<file path="src/design/ecal_pkg.sv">
package ecal_pkg;

  // Register stages from the input register to the result register
  localparam int unsigned NumStages = 11;

  // Seconds per day is 675 << 7: drop 7 bits, then divide by 675
  localparam int unsigned DayShift = 7;
  localparam logic [9:0]  DayDiv   = 10'd675;
  // 675 * 6362915, large enough to lift any shifted input above zero
  localparam logic [33:0] SecsBias = 34'd4294967625;
  // floor(2^34 / 675)
  localparam logic [24:0] DayRecip = 25'd25451658;
  localparam int unsigned DayRecipShift = 34;

  // Biased day count: q + 54336 equals days + 719468 + 39 eras
  localparam logic [25:0] EraBias  = 26'd54336;
  localparam logic [17:0] EraDays  = 18'd146097;
  // floor(2^26 / 146097)
  localparam logic [8:0]  EraRecip = 9'd459;
  localparam int unsigned EraRecipShift = 26;

  localparam logic [11:0] SecsPerHour  = 12'd3600;
  localparam logic [5:0]  HourRecip    = 6'd36;     // floor(2^17 / 3600)
  localparam int unsigned HourRecipShift = 17;

  localparam logic [5:0]  SecsPerMin   = 6'd60;
  localparam logic [6:0]  MinRecip     = 7'd68;     // floor(2^12 / 60)
  localparam int unsigned MinRecipShift = 12;

  localparam logic [10:0] DaysPer4Yr   = 11'd1460;
  localparam logic [7:0]  Recip4Yr     = 8'd179;    // floor(2^18 / 1460)
  localparam logic [17:0] DaysPerCent  = 18'd36524;
  localparam logic [17:0] EraLastDay   = 18'd146096;

  localparam logic [8:0]  DaysPerYear  = 9'd365;
  localparam logic [9:0]  YearRecip    = 10'd718;   // floor(2^18 / 365)

  localparam logic [2:0]  DaysPerWeek  = 3'd7;
  localparam logic [15:0] WeekRecip    = 16'd37449; // floor(2^18 / 7)
  localparam logic [1:0]  WeekOffset   = 2'd3;      // era starts on a Wednesday

  localparam int unsigned DateRecipShift = 18;

  // 400 * 39 eras of bias plus the 1900 origin
  localparam logic [19:0] YearBias     = 20'd17500;
  localparam logic [8:0]  YearsPerEra  = 9'd400;

  // First day of each month in a year that begins on March 1
  function automatic logic [8:0] month_start(logic [3:0] mp);
    logic [8:0] start;
    begin
      unique case (mp)
        4'd0:    start = 9'd0;
        4'd1:    start = 9'd31;
        4'd2:    start = 9'd61;
        4'd3:    start = 9'd92;
        4'd4:    start = 9'd122;
        4'd5:    start = 9'd153;
        4'd6:    start = 9'd184;
        4'd7:    start = 9'd214;
        4'd8:    start = 9'd245;
        4'd9:    start = 9'd275;
        4'd10:   start = 9'd306;
        4'd11:   start = 9'd337;
        default: start = 9'd0;
      endcase
      return start;
    end
  endfunction

endpackage

</file>
<file path="src/design/ecal_flow.sv">
module ecal_flow #(
  parameter int unsigned NumStages = ecal_pkg::NumStages
) (
  input  logic                 clk_i,
  input  logic                 rst_ni,
  input  logic                 in_valid_i,
  output logic                 in_ready_o,
  output logic                 out_valid_o,
  input  logic                 out_ready_i,
  output logic [NumStages-1:0] stage_en_o
);

  logic [NumStages-1:0] valid_q, valid_d;
  logic [NumStages-1:0] empty;

  assign empty = ~valid_q;

  // A stage may load when the output drains or any stage at or after it is empty
  always_comb begin
    for (int unsigned k = 0; k < NumStages; k++) begin
      stage_en_o[k] = out_ready_i || ((empty >> k) != '0);
    end
  end

  // Advance the valid bits along with the data
  always_comb begin
    valid_d = valid_q;
    if (stage_en_o[0]) begin
      valid_d[0] = in_valid_i;
    end
    for (int unsigned k = 1; k < NumStages; k++) begin
      if (stage_en_o[k]) begin
        valid_d[k] = valid_q[k-1];
      end
    end
  end

  always_ff @(posedge clk_i or negedge rst_ni) begin
    if (!rst_ni) begin
      valid_q <= '0;
    end else begin
      valid_q <= valid_d;
    end
  end

  assign in_ready_o  = stage_en_o[0];
  assign out_valid_o = valid_q[NumStages-1];

endmodule

</file>
<file path="src/design/epoch_seconds_to_calendar_unit.sv">
// Converts a signed 40-bit count of seconds since 1970-01-01 00:00:00 UTC into the
// proleptic Gregorian date and time of day (year minus 1900, month from 0, day of
// month, hour, minute, second, weekday with Sunday as 0, day of year from 0).
// Negative inputs floor to the earlier day. The block is an 11-stage pipeline
// that takes one item every cycle while in_ready_o is high. Its depth comes from
// the constant divisions (by 86400, 146097, 3600, 60, 1460, 365 and 7): each is a
// reciprocal multiply that is registered, then a back-multiply with a single
// compare-and-subtract correction. Stalls on the output fill bubbles in the
// pipeline before the input side sees ready drop.
module epoch_seconds_to_calendar_unit (
  input  logic               clk_i,
  input  logic               rst_ni,
  input  logic               in_valid_i,
  output logic               in_ready_o,
  input  logic signed [39:0] epoch_seconds_i,
  output logic               out_valid_o,
  input  logic               out_ready_i,
  output logic signed [15:0] year_since_1900_o,
  output logic [3:0]         month_index_o,
  output logic [4:0]         day_of_month_o,
  output logic [4:0]         hour_of_day_o,
  output logic [5:0]         minute_of_hour_o,
  output logic [5:0]         second_of_minute_o,
  output logic [2:0]         weekday_o,
  output logic [8:0]         day_of_year_o
);

  localparam int unsigned NumStages = ecal_pkg::NumStages;

  logic [NumStages-1:0] stage_en;

  ecal_flow #(
    .NumStages(NumStages)
  ) u_flow (
    .clk_i      (clk_i),
    .rst_ni     (rst_ni),
    .in_valid_i (in_valid_i),
    .in_ready_o (in_ready_o),
    .out_valid_o(out_valid_o),
    .out_ready_i(out_ready_i),
    .stage_en_o (stage_en)
  );

  // ---------------------------------------------------------------- stage 0
  logic signed [39:0] secs_q;

  always_ff @(posedge clk_i) begin
    if (stage_en[0]) begin
      secs_q <= epoch_seconds_i;
    end
  end

  // ---------------------------------------------------------------- stage 1
  // Shift off 128 s, lift above zero, estimate the quotient by 675
  logic [32:0] secs_hi;
  logic [33:0] secs_lift;
  logic [58:0] day_prod;
  logic [33:0] lift1_q;
  logic [24:0] dayest1_q;
  logic [6:0]  secs_lo1_q;

  assign secs_hi   = secs_q[39:ecal_pkg::DayShift];
  assign secs_lift = {secs_hi[32], secs_hi} + ecal_pkg::SecsBias;
  assign day_prod  = 59'(secs_lift) * 59'(ecal_pkg::DayRecip);

  always_ff @(posedge clk_i) begin
    if (stage_en[1]) begin
      lift1_q    <= secs_lift;
      dayest1_q  <= day_prod[58:ecal_pkg::DayRecipShift];
      secs_lo1_q <= secs_q[6:0];
    end
  end

  // ---------------------------------------------------------------- stage 2
  // Correct the day quotient, build the second of the day and the biased day
  logic [33:0] day_diff;
  logic [10:0] day_rem;
  logic        day_fix;
  logic [24:0] day_q;
  logic [9:0]  day_rem_c;
  logic [25:0] zb2_q;
  logic [16:0] sod2_q;

  assign day_diff  = lift1_q - 34'(35'(dayest1_q) * 35'(ecal_pkg::DayDiv));
  assign day_rem   = day_diff[10:0];
  assign day_fix   = day_rem >= 11'(ecal_pkg::DayDiv);
  assign day_q     = dayest1_q + 25'(day_fix);
  assign day_rem_c = day_fix ? 10'(day_rem - 11'(ecal_pkg::DayDiv)) : day_rem[9:0];

  always_ff @(posedge clk_i) begin
    if (stage_en[2]) begin
      zb2_q  <= 26'(day_q) + ecal_pkg::EraBias;
      sod2_q <= {day_rem_c, secs_lo1_q};
    end
  end

  // ---------------------------------------------------------------- stage 3
  // Estimate the era and the hour
  logic [34:0] era_prod;
  logic [22:0] hour_prod;
  logic [25:0] zb3_q;
  logic [8:0]  eraest3_q;
  logic [16:0] sod3_q;
  logic [5:0]  hourest3_q;

  assign era_prod  = 35'(zb2_q) * 35'(ecal_pkg::EraRecip);
  assign hour_prod = 23'(sod2_q) * 23'(ecal_pkg::HourRecip);

  always_ff @(posedge clk_i) begin
    if (stage_en[3]) begin
      zb3_q      <= zb2_q;
      eraest3_q  <= era_prod[34:ecal_pkg::EraRecipShift];
      sod3_q     <= sod2_q;
      hourest3_q <= hour_prod[22:ecal_pkg::HourRecipShift];
    end
  end

  // ---------------------------------------------------------------- stage 4
  // Correct era and hour, leaving day of era and second of the hour
  logic [25:0] era_diff;
  logic [18:0] era_rem;
  logic        era_fix;
  logic [16:0] hour_diff;
  logic [12:0] hour_rem;
  logic        hour_fix;
  logic [17:0] doe4_q;
  logic [8:0]  era4_q;
  logic [4:0]  hour4_q;
  logic [11:0] rs4_q;

  assign era_diff  = zb3_q - 26'(26'(eraest3_q) * 26'(ecal_pkg::EraDays));
  assign era_rem   = era_diff[18:0];
  assign era_fix   = era_rem >= 19'(ecal_pkg::EraDays);
  assign hour_diff = sod3_q - 17'(17'(hourest3_q) * 17'(ecal_pkg::SecsPerHour));
  assign hour_rem  = hour_diff[12:0];
  assign hour_fix  = hour_rem >= 13'(ecal_pkg::SecsPerHour);

  always_ff @(posedge clk_i) begin
    if (stage_en[4]) begin
      doe4_q  <= era_fix ? 18'(era_rem - 19'(ecal_pkg::EraDays)) : era_rem[17:0];
      era4_q  <= eraest3_q + 9'(era_fix);
      hour4_q <= 5'(hourest3_q + 6'(hour_fix));
      rs4_q   <= hour_fix ? 12'(hour_rem - 13'(ecal_pkg::SecsPerHour)) : hour_rem[11:0];
    end
  end

  // ---------------------------------------------------------------- stage 5
  // Estimate 4-year cycles, minutes and weekday; count centuries by compare
  logic [25:0] cyc_prod;
  logic [33:0] week_prod;
  logic [18:0] min_prod;
  logic [17:0] week_arg;
  logic [2:0]  cent_cnt;
  logic [17:0] doe5_q;
  logic [7:0]  cycest5_q;
  logic [2:0]  cent5_q;
  logic        last5_q;
  logic [17:0] warg5_q;
  logic [15:0] wkest5_q;
  logic [8:0]  era5_q;
  logic [4:0]  hour5_q;
  logic [11:0] rs5_q;
  logic [6:0]  minest5_q;

  assign cyc_prod  = 26'(doe4_q) * 26'(ecal_pkg::Recip4Yr);
  assign week_arg  = doe4_q + 18'(ecal_pkg::WeekOffset);
  assign week_prod = 34'(week_arg) * 34'(ecal_pkg::WeekRecip);
  assign min_prod  = 19'(rs4_q) * 19'(ecal_pkg::MinRecip);

  always_comb begin
    cent_cnt = '0;
    for (int unsigned k = 1; k <= 4; k++) begin
      cent_cnt = cent_cnt + 3'(doe4_q >= 18'(k * ecal_pkg::DaysPerCent));
    end
  end

  always_ff @(posedge clk_i) begin
    if (stage_en[5]) begin
      doe5_q    <= doe4_q;
      cycest5_q <= cyc_prod[25:ecal_pkg::DateRecipShift];
      cent5_q   <= cent_cnt;
      last5_q   <= doe4_q == ecal_pkg::EraLastDay;
      warg5_q   <= week_arg;
      wkest5_q  <= week_prod[33:ecal_pkg::DateRecipShift];
      era5_q    <= era4_q;
      hour5_q   <= hour4_q;
      rs5_q     <= rs4_q;
      minest5_q <= min_prod[18:ecal_pkg::MinRecipShift];
    end
  end

  // ---------------------------------------------------------------- stage 6
  // Correct cycles, weekday and minute; form the day count for the year divide
  logic [17:0] cyc_diff;
  logic [11:0] cyc_rem;
  logic [7:0]  cyc_cnt;
  logic [17:0] week_diff;
  logic [3:0]  week_rem;
  logic [11:0] min_diff;
  logic [6:0]  min_rem;
  logic        min_fix;
  logic [17:0] t6_q;
  logic [17:0] doe6_q;
  logic [8:0]  era6_q;
  logic [4:0]  hour6_q;
  logic [5:0]  min6_q;
  logic [5:0]  sec6_q;
  logic [2:0]  wday6_q;

  assign cyc_diff  = doe5_q - 18'(18'(cycest5_q) * 18'(ecal_pkg::DaysPer4Yr));
  assign cyc_rem   = cyc_diff[11:0];
  assign cyc_cnt   = cycest5_q + 8'(cyc_rem >= 12'(ecal_pkg::DaysPer4Yr));
  assign week_diff = warg5_q - 18'(18'(wkest5_q) * 18'(ecal_pkg::DaysPerWeek));
  assign week_rem  = week_diff[3:0];
  assign min_diff  = rs5_q - 12'(12'(minest5_q) * 12'(ecal_pkg::SecsPerMin));
  assign min_rem   = min_diff[6:0];
  assign min_fix   = min_rem >= 7'(ecal_pkg::SecsPerMin);

  always_ff @(posedge clk_i) begin
    if (stage_en[6]) begin
      t6_q    <= doe5_q - 18'(cyc_cnt) + 18'(cent5_q) - 18'(last5_q);
      doe6_q  <= doe5_q;
      era6_q  <= era5_q;
      hour6_q <= hour5_q;
      min6_q  <= 6'(minest5_q + 7'(min_fix));
      sec6_q  <= min_fix ? 6'(min_rem - 7'(ecal_pkg::SecsPerMin)) : min_rem[5:0];
      wday6_q <= (week_rem >= 4'(ecal_pkg::DaysPerWeek))
                 ? 3'(week_rem - 4'(ecal_pkg::DaysPerWeek)) : week_rem[2:0];
    end
  end

  // ---------------------------------------------------------------- stage 7
  // Estimate the year of the era
  logic [27:0] year_prod;
  logic [17:0] t7_q;
  logic [9:0]  yest7_q;
  logic [17:0] doe7_q;
  logic [8:0]  era7_q;
  logic [4:0]  hour7_q;
  logic [5:0]  min7_q;
  logic [5:0]  sec7_q;
  logic [2:0]  wday7_q;

  assign year_prod = 28'(t6_q) * 28'(ecal_pkg::YearRecip);

  always_ff @(posedge clk_i) begin
    if (stage_en[7]) begin
      t7_q    <= t6_q;
      yest7_q <= year_prod[27:ecal_pkg::DateRecipShift];
      doe7_q  <= doe6_q;
      era7_q  <= era6_q;
      hour7_q <= hour6_q;
      min7_q  <= min6_q;
      sec7_q  <= sec6_q;
      wday7_q <= wday6_q;
    end
  end

  // ---------------------------------------------------------------- stage 8
  // Correct the year of the era
  logic [17:0] year_diff;
  logic [9:0]  year_rem;
  logic [9:0]  yoe_c;
  logic [8:0]  yoe8_q;
  logic [17:0] doe8_q;
  logic [8:0]  era8_q;
  logic [4:0]  hour8_q;
  logic [5:0]  min8_q;
  logic [5:0]  sec8_q;
  logic [2:0]  wday8_q;

  assign year_diff = t7_q - 18'(18'(yest7_q) * 18'(ecal_pkg::DaysPerYear));
  assign year_rem  = year_diff[9:0];
  assign yoe_c     = yest7_q + 10'(year_rem >= 10'(ecal_pkg::DaysPerYear));

  always_ff @(posedge clk_i) begin
    if (stage_en[8]) begin
      yoe8_q  <= yoe_c[8:0];
      doe8_q  <= doe7_q;
      era8_q  <= era7_q;
      hour8_q <= hour7_q;
      min8_q  <= min7_q;
      sec8_q  <= sec7_q;
      wday8_q <= wday7_q;
    end
  end

  // ---------------------------------------------------------------- stage 9
  // Day of the March-based year
  logic [1:0]  yoe_cent;
  logic [17:0] year_base;
  logic [17:0] doy_w;
  logic [8:0]  doy9_q;
  logic [8:0]  yoe9_q;
  logic [8:0]  era9_q;
  logic [4:0]  hour9_q;
  logic [5:0]  min9_q;
  logic [5:0]  sec9_q;
  logic [2:0]  wday9_q;

  assign yoe_cent  = 2'(yoe8_q >= 9'd100) + 2'(yoe8_q >= 9'd200) + 2'(yoe8_q >= 9'd300);
  assign year_base = 18'(yoe8_q) * 18'(ecal_pkg::DaysPerYear)
                     + 18'(yoe8_q[8:2]) - 18'(yoe_cent);
  assign doy_w     = doe8_q - year_base;

  always_ff @(posedge clk_i) begin
    if (stage_en[9]) begin
      doy9_q  <= doy_w[8:0];
      yoe9_q  <= yoe8_q;
      era9_q  <= era8_q;
      hour9_q <= hour8_q;
      min9_q  <= min8_q;
      sec9_q  <= sec8_q;
      wday9_q <= wday8_q;
    end
  end

  // --------------------------------------------------------------- stage 10
  // Month, day, leap year, civil year and result register
  logic [3:0]  mp;
  logic        jan_feb;
  logic [9:0]  civ_yoe;
  logic        leap;
  logic [19:0] year_w;
  logic [8:0]  yday;
  logic [4:0]  mday;
  logic [3:0]  mon_idx;
  logic signed [15:0] year_q;
  logic [3:0]  month_q;
  logic [4:0]  mday_q;
  logic [4:0]  hour_q;
  logic [5:0]  min_q;
  logic [5:0]  sec_q;
  logic [2:0]  wday_q;
  logic [8:0]  yday_q;

  // Pick the last month whose first day is not past the day of year
  always_comb begin
    mp = '0;
    for (int unsigned k = 1; k < 12; k++) begin
      if (doy9_q >= ecal_pkg::month_start(4'(k))) begin
        mp = 4'(k);
      end
    end
  end

  assign jan_feb = mp >= 4'd10;
  assign civ_yoe = 10'(yoe9_q) + 10'(jan_feb);
  assign leap    = (civ_yoe[1:0] == 2'd0) && (civ_yoe != 10'd100)
                   && (civ_yoe != 10'd200) && (civ_yoe != 10'd300);
  assign year_w  = 20'(civ_yoe) + 20'(era9_q) * 20'(ecal_pkg::YearsPerEra)
                   - ecal_pkg::YearBias;
  assign mday    = 5'(doy9_q - ecal_pkg::month_start(mp) + 9'd1);
  assign mon_idx = jan_feb ? mp - 4'd10 : mp + 4'd2;
  assign yday    = jan_feb ? doy9_q - 9'd306 : doy9_q + 9'd59 + 9'(leap);

  always_ff @(posedge clk_i) begin
    if (stage_en[10]) begin
      year_q  <= signed'(year_w[15:0]);
      month_q <= mon_idx;
      mday_q  <= mday;
      hour_q  <= hour9_q;
      min_q   <= min9_q;
      sec_q   <= sec9_q;
      wday_q  <= wday9_q;
      yday_q  <= yday;
    end
  end

  assign year_since_1900_o  = year_q;
  assign month_index_o      = month_q;
  assign day_of_month_o     = mday_q;
  assign hour_of_day_o      = hour_q;
  assign minute_of_hour_o   = min_q;
  assign second_of_minute_o = sec_q;
  assign weekday_o          = wday_q;
  assign day_of_year_o      = yday_q;

  // ------------------------------------------------------------- assertions
  // Input stalls only when every stage, including the result register, is full
  a_stall_full: assert property (@(posedge clk_i) disable iff (!rst_ni)
    !in_ready_o |-> out_valid_o)
    else $error("input stalled with a bubble in the pipeline");

  // Time-of-day corrections leave fields in range
  a_tod_range: assert property (@(posedge clk_i) disable iff (!rst_ni)
    out_valid_o |-> (hour_of_day_o < 5'd24) && (minute_of_hour_o < 6'd60)
                    && (second_of_minute_o < 6'd60))
    else $error("time of day out of range");

  // Date fields in range
  a_date_range: assert property (@(posedge clk_i) disable iff (!rst_ni)
    out_valid_o |-> (month_index_o < 4'd12) && (day_of_month_o != 5'd0)
                    && (weekday_o < 3'd7) && (day_of_year_o < 9'd366))
    else $error("date field out of range");

  // In January the day of year follows the day of month
  a_jan_yday: assert property (@(posedge clk_i) disable iff (!rst_ni)
    out_valid_o && (month_index_o == 4'd0) |->
      day_of_year_o == 9'(day_of_month_o) - 9'd1)
    else $error("January day of year mismatch");

endmodule
</file>
<file path="config.mk">
export PLATFORM = sky130hd
export DESIGN_NAME = epoch_seconds_to_calendar_unit
export DESIGN_NICKNAME = d
export VERILOG_FILES = /design/src/design/ecal_pkg.sv /design/src/design/ecal_flow.sv /design/src/design/epoch_seconds_to_calendar_unit.sv
export SDC_FILE = /design/constraint.sdc
export NUM_CORES = 2
export LEC_CHECK = 0
export BUFFER_PORTS_ARGS = -buffer_cell sky130_fd_sc_hd__buf_2
export CAP_MARGIN = 40
export CORE_MARGIN = 10
export CORE_UTILIZATION = 40
export CTS_CLUSTER_DIAMETER = 60
export CTS_CLUSTER_SIZE = 28
export DETAILED_ROUTE_END_ITERATION = 12
export GPL_ROUTABILITY_DRIVEN = 0
export GPL_TIMING_DRIVEN = 0
export MAX_ROUTING_LAYER = met4
export PLACE_DENSITY = 0.62
export REMOVE_ABC_BUFFERS = 1
export SYNTH_ARGS = -nofsm -noshare
export SYNTH_HDL_FRONTEND = slang
export SYNTH_SLANG_ARGS = --single-unit
</file>
<file path="constraint.sdc">
create_clock -name clk_i -period 7.97 [get_ports clk_i]
set_input_delay 1.594 -clock clk_i [delete_from_list [all_inputs] [get_ports clk_i]]
set_output_delay 1.594 -clock clk_i [all_outputs]
set_load 0.005 [all_outputs]
</file>
==> metrics.md <==
| Metric | Value |
|---|---|
| Die W | approximately 400 µm |
| Iteration count of the initial detailed-routing pass | 5 |
| Area Growth Syn to Fin | 12.3% |
| Initial Util | 0.404 |
| Syn_area_per_cell | approximately 11 µm² |
| CTS Sinks | around 560 |
| Crit path top cell by count | fa_1 |
| Worst Max-Slew Pin Slew | roughly 0.93 ns |
| CTS H-tree depth | 2 |
| Max capacitance violation total | 0 |
| #FFs+latches synth | between 500 and 600 |
| CP required | 8.39 ns |
| Post-synthesis async set-or-reset flop share | 0.0198 |
| Hold buffers post-CTS | 0 |
| Crit path max fanout | 4 |
| Mapped Area | about 0.057 mm² |
| Total number of vias | ~34,000 |
| Largest net degree at the start of global routing | 67 |
| Antenna viol nets, final | 0 |
| Min-delay src | min7_q[3] |
| Die height | approximately 400 µm |
| Num ports | 100 |
| CP arrival | around 8.3 ns |
| Synth Warn # | 0 |
| Row cnt | 137 |
| CP Launch Point | secs_q[8] |
| WL/cell | around 15 µm |
| CP Launch Type | register |
| CP max stage delay | ~0.56 ns |
| Synth unique cells | 95 |
| DRC Markers | 0 |
| Routing usage on met1 | 0.185 |
| Vias in the first global route | between 30,000 and 40,000 |
| Fill count | between 10,000 and 15,000 |
| GRT Max-Usage Layer | met2 |
| Fin. max-slew vios | 0 |
| Leading area contributor after synthesis | edfxtp_1 |
| Nets | slightly below 7,000 |
| Area after DPL | 0.0599 mm² |
| Register area share after synthesis | 0.294 |
| Yosys top cell area share | 0.289 |
| CTS root buf | clkbuf_16 |
| Rel. slew slack | 0.375 |
| Routing usage on met2 | 0.242 |
| Crit path time final | approximately 7.9 ns |
| Clk slew on worst S/H paths | 0.09 ns |
| GRT Total Usage | 0.144 |
| Final setup viols | 0 |
| Commonest non-fill, non-tap cell in the layout | ha_1 |
| Status | complete, no violations |
| Ys flop type | edfxtp_1 |
| EDFF count, synth | 544 |
| Layout cells sized above 1 | 0.0983 |
| # diodes | 0 |
| Die area | about 0.16 mm² |
| Slowest-stage cell, CP | fa_1 |
| CTS tree | done |
| Fin. Hold Viols | 0 |
| Max Freq | 0.127 GHz |
| First-pass GRT wire length | about 180 mm |
| Most frequent cells in the layout | ha_1 (1,087), inv_1 (1,034), fa_1 (568) |
| Post-DP HPWL | 90.8 mm |
| CP Class | reg -> reg |
| Max Buffers Root-to-Sink | 3 |
| GRT Residual Overflow | 0 |
| Design area | approximately 0.064 mm² |
| Worst Skew | 0.0627 ns |
| DRT iter0 DRCs | 1,273 |
| Share of the cycle needed by the critical path after routing | 0.987 |
| # port buffers | slightly below 100 |
| Met3 usage | 0.0175 |
| Cells after Synth | 4,921 |
| FF-to-FF setup slack | 0.11 ns |
| Clock latency on the worst-skew pair | between 0.6 and 0.7 ns |
| Worst setup EP type | register |
| Initial antenna violation count | 3 |
| Largest cells by area after synthesis | edfxtp_1 (29%), ha_1 (25%), fa_1 (20%) |
| Via/cell ratio | roughly 4.8 |
| CTS Buf Count | 52 |
| R2r startpoint | secs_q[8] |
| RSZ-0062 raised after global routing | yes |
| Hold Crit Class | reg -> reg |
| Total Wirelength | 109 mm |
| Core box area | 0.140 mm² |
metal layers:
metal,vias to the layer above,share of wire
met2,439,0.48
met4,0,0.023
met3,142,0.033
li1,17000,-
met1,16600,0.46
met5,-,0
cell type report:
cell class              count  area (µm²)  share of cell area
flip-flops and latches    555       16600               0.262
clock buffers              52        1300              0.0205
clock inverters            45         642              0.0101
repair buffers            218        1620              0.0256
inverters                1046        3940              0.0620
well taps                1876        2350              0.0370
multi-input cells        3291       37000               0.583
final timing paths:
kind                                 endpoint  cells after the start
min reg2reg                         min8_q[3]                      0
min                                 min8_q[3]                      0
max reg2reg                     dayest1_q[18]                     35
max in group asynchronous   u_flow.valid_q[1]                      1
max                             dayest1_q[18]                     35
min in group asynchronous  u_flow.valid_q[10]                      1
cell families after synthesis:
group / Yosys count / share of synthesized area
compound gates: 579 / 0.0686
xor+xnor: 382 / 0.0597
fa+ha+maj: 1686 / 0.449
buf+inv: 1075 / 0.0716
flops: 555 / 0.294
mux: 11 / 0.00210
simple gates: 633 / 0.0550
flip-flops by register name (all words and copies together), names as in the netlist, 10 cells and up:
register	cells
zb2_q	26
doe4_q	18
lift1_q	11
doe5_q	18
sod3_q	13
secs_q	40
zb3_q	19
t6_q	18
year_since_1900_o	16
yest7_q	10
t7_q	10
u_flow.valid_q	11
sod2_q	17
dayest1_q	25
rs4_q	12
synth_stat cells, types with 21 or more instances:
cell type and n:
nor3_1 60, nor2_1 148, o21a_1 45, xnor2_1 269, a21oi_1 154, o21ai_0 115
edfxtp_1 544, xor2_1 110, o21bai_1 21, and3_1 32, inv_1 1046, fa_1 576
nand3_1 55, nor2b_1 33, nand4_1 40, a21o_1 61, nand2_1 165, clkbuf_1 21
ha_1 1108
worst max-delay path: cells and delay by family, from the launching register on:
| kind | cells | cell delay [ns] |
|---|---|---|
| AO/OA/AOI/OAI | 9 | 1.60 |
| XOR/XNOR | 2 | 0.21 |
| adder cells (fa/ha/maj) | 9 | 3.49 |
| buffers and inverters | 8 | 0.90 |
| flip-flops | 1 | 0.46 |
| AND/OR/NAND/NOR | 7 | 1.01 |
metrics by stage:
| stage | setup TNS (ns) | util | instances | hold WS [ns] | worst slack, ns |
|---|---|---|---|---|---|
| 2_1_floorplan | -0.776 | - | 4892 | 0.400 | -0.184 |
| 3_5_place_dp | -34.82 | 0.428 | 6912 | 0.405 | -2.03 |
| 3_3_place_gp | -55.66 | 0.423 | 6867 | 0.401 | -2.42 |
| 4_1_cts | 0 | 0.448 | 7045 | 0.402 | 0.00178 |
| 5_1_grt | -1.82 | 0.453 | 7083 | 0.399 | -0.276 |
| 6_report | 0 | 0.453 | 7083 | 0.411 | 0.107 |
timing repair:
| item | 4_1_cts | 5_1_grt |
|---|---|---|
| pin swaps | 32 | 65 |
| endpoints found under the setup margin | 30 | 30 |
| buffers inserted | 36 | 40 |
| gates resized for setup | 105 | 95 |
Power is not shown: default switching activity piles up to over one toggle a cycle in this logic, so the estimate is an artifact.
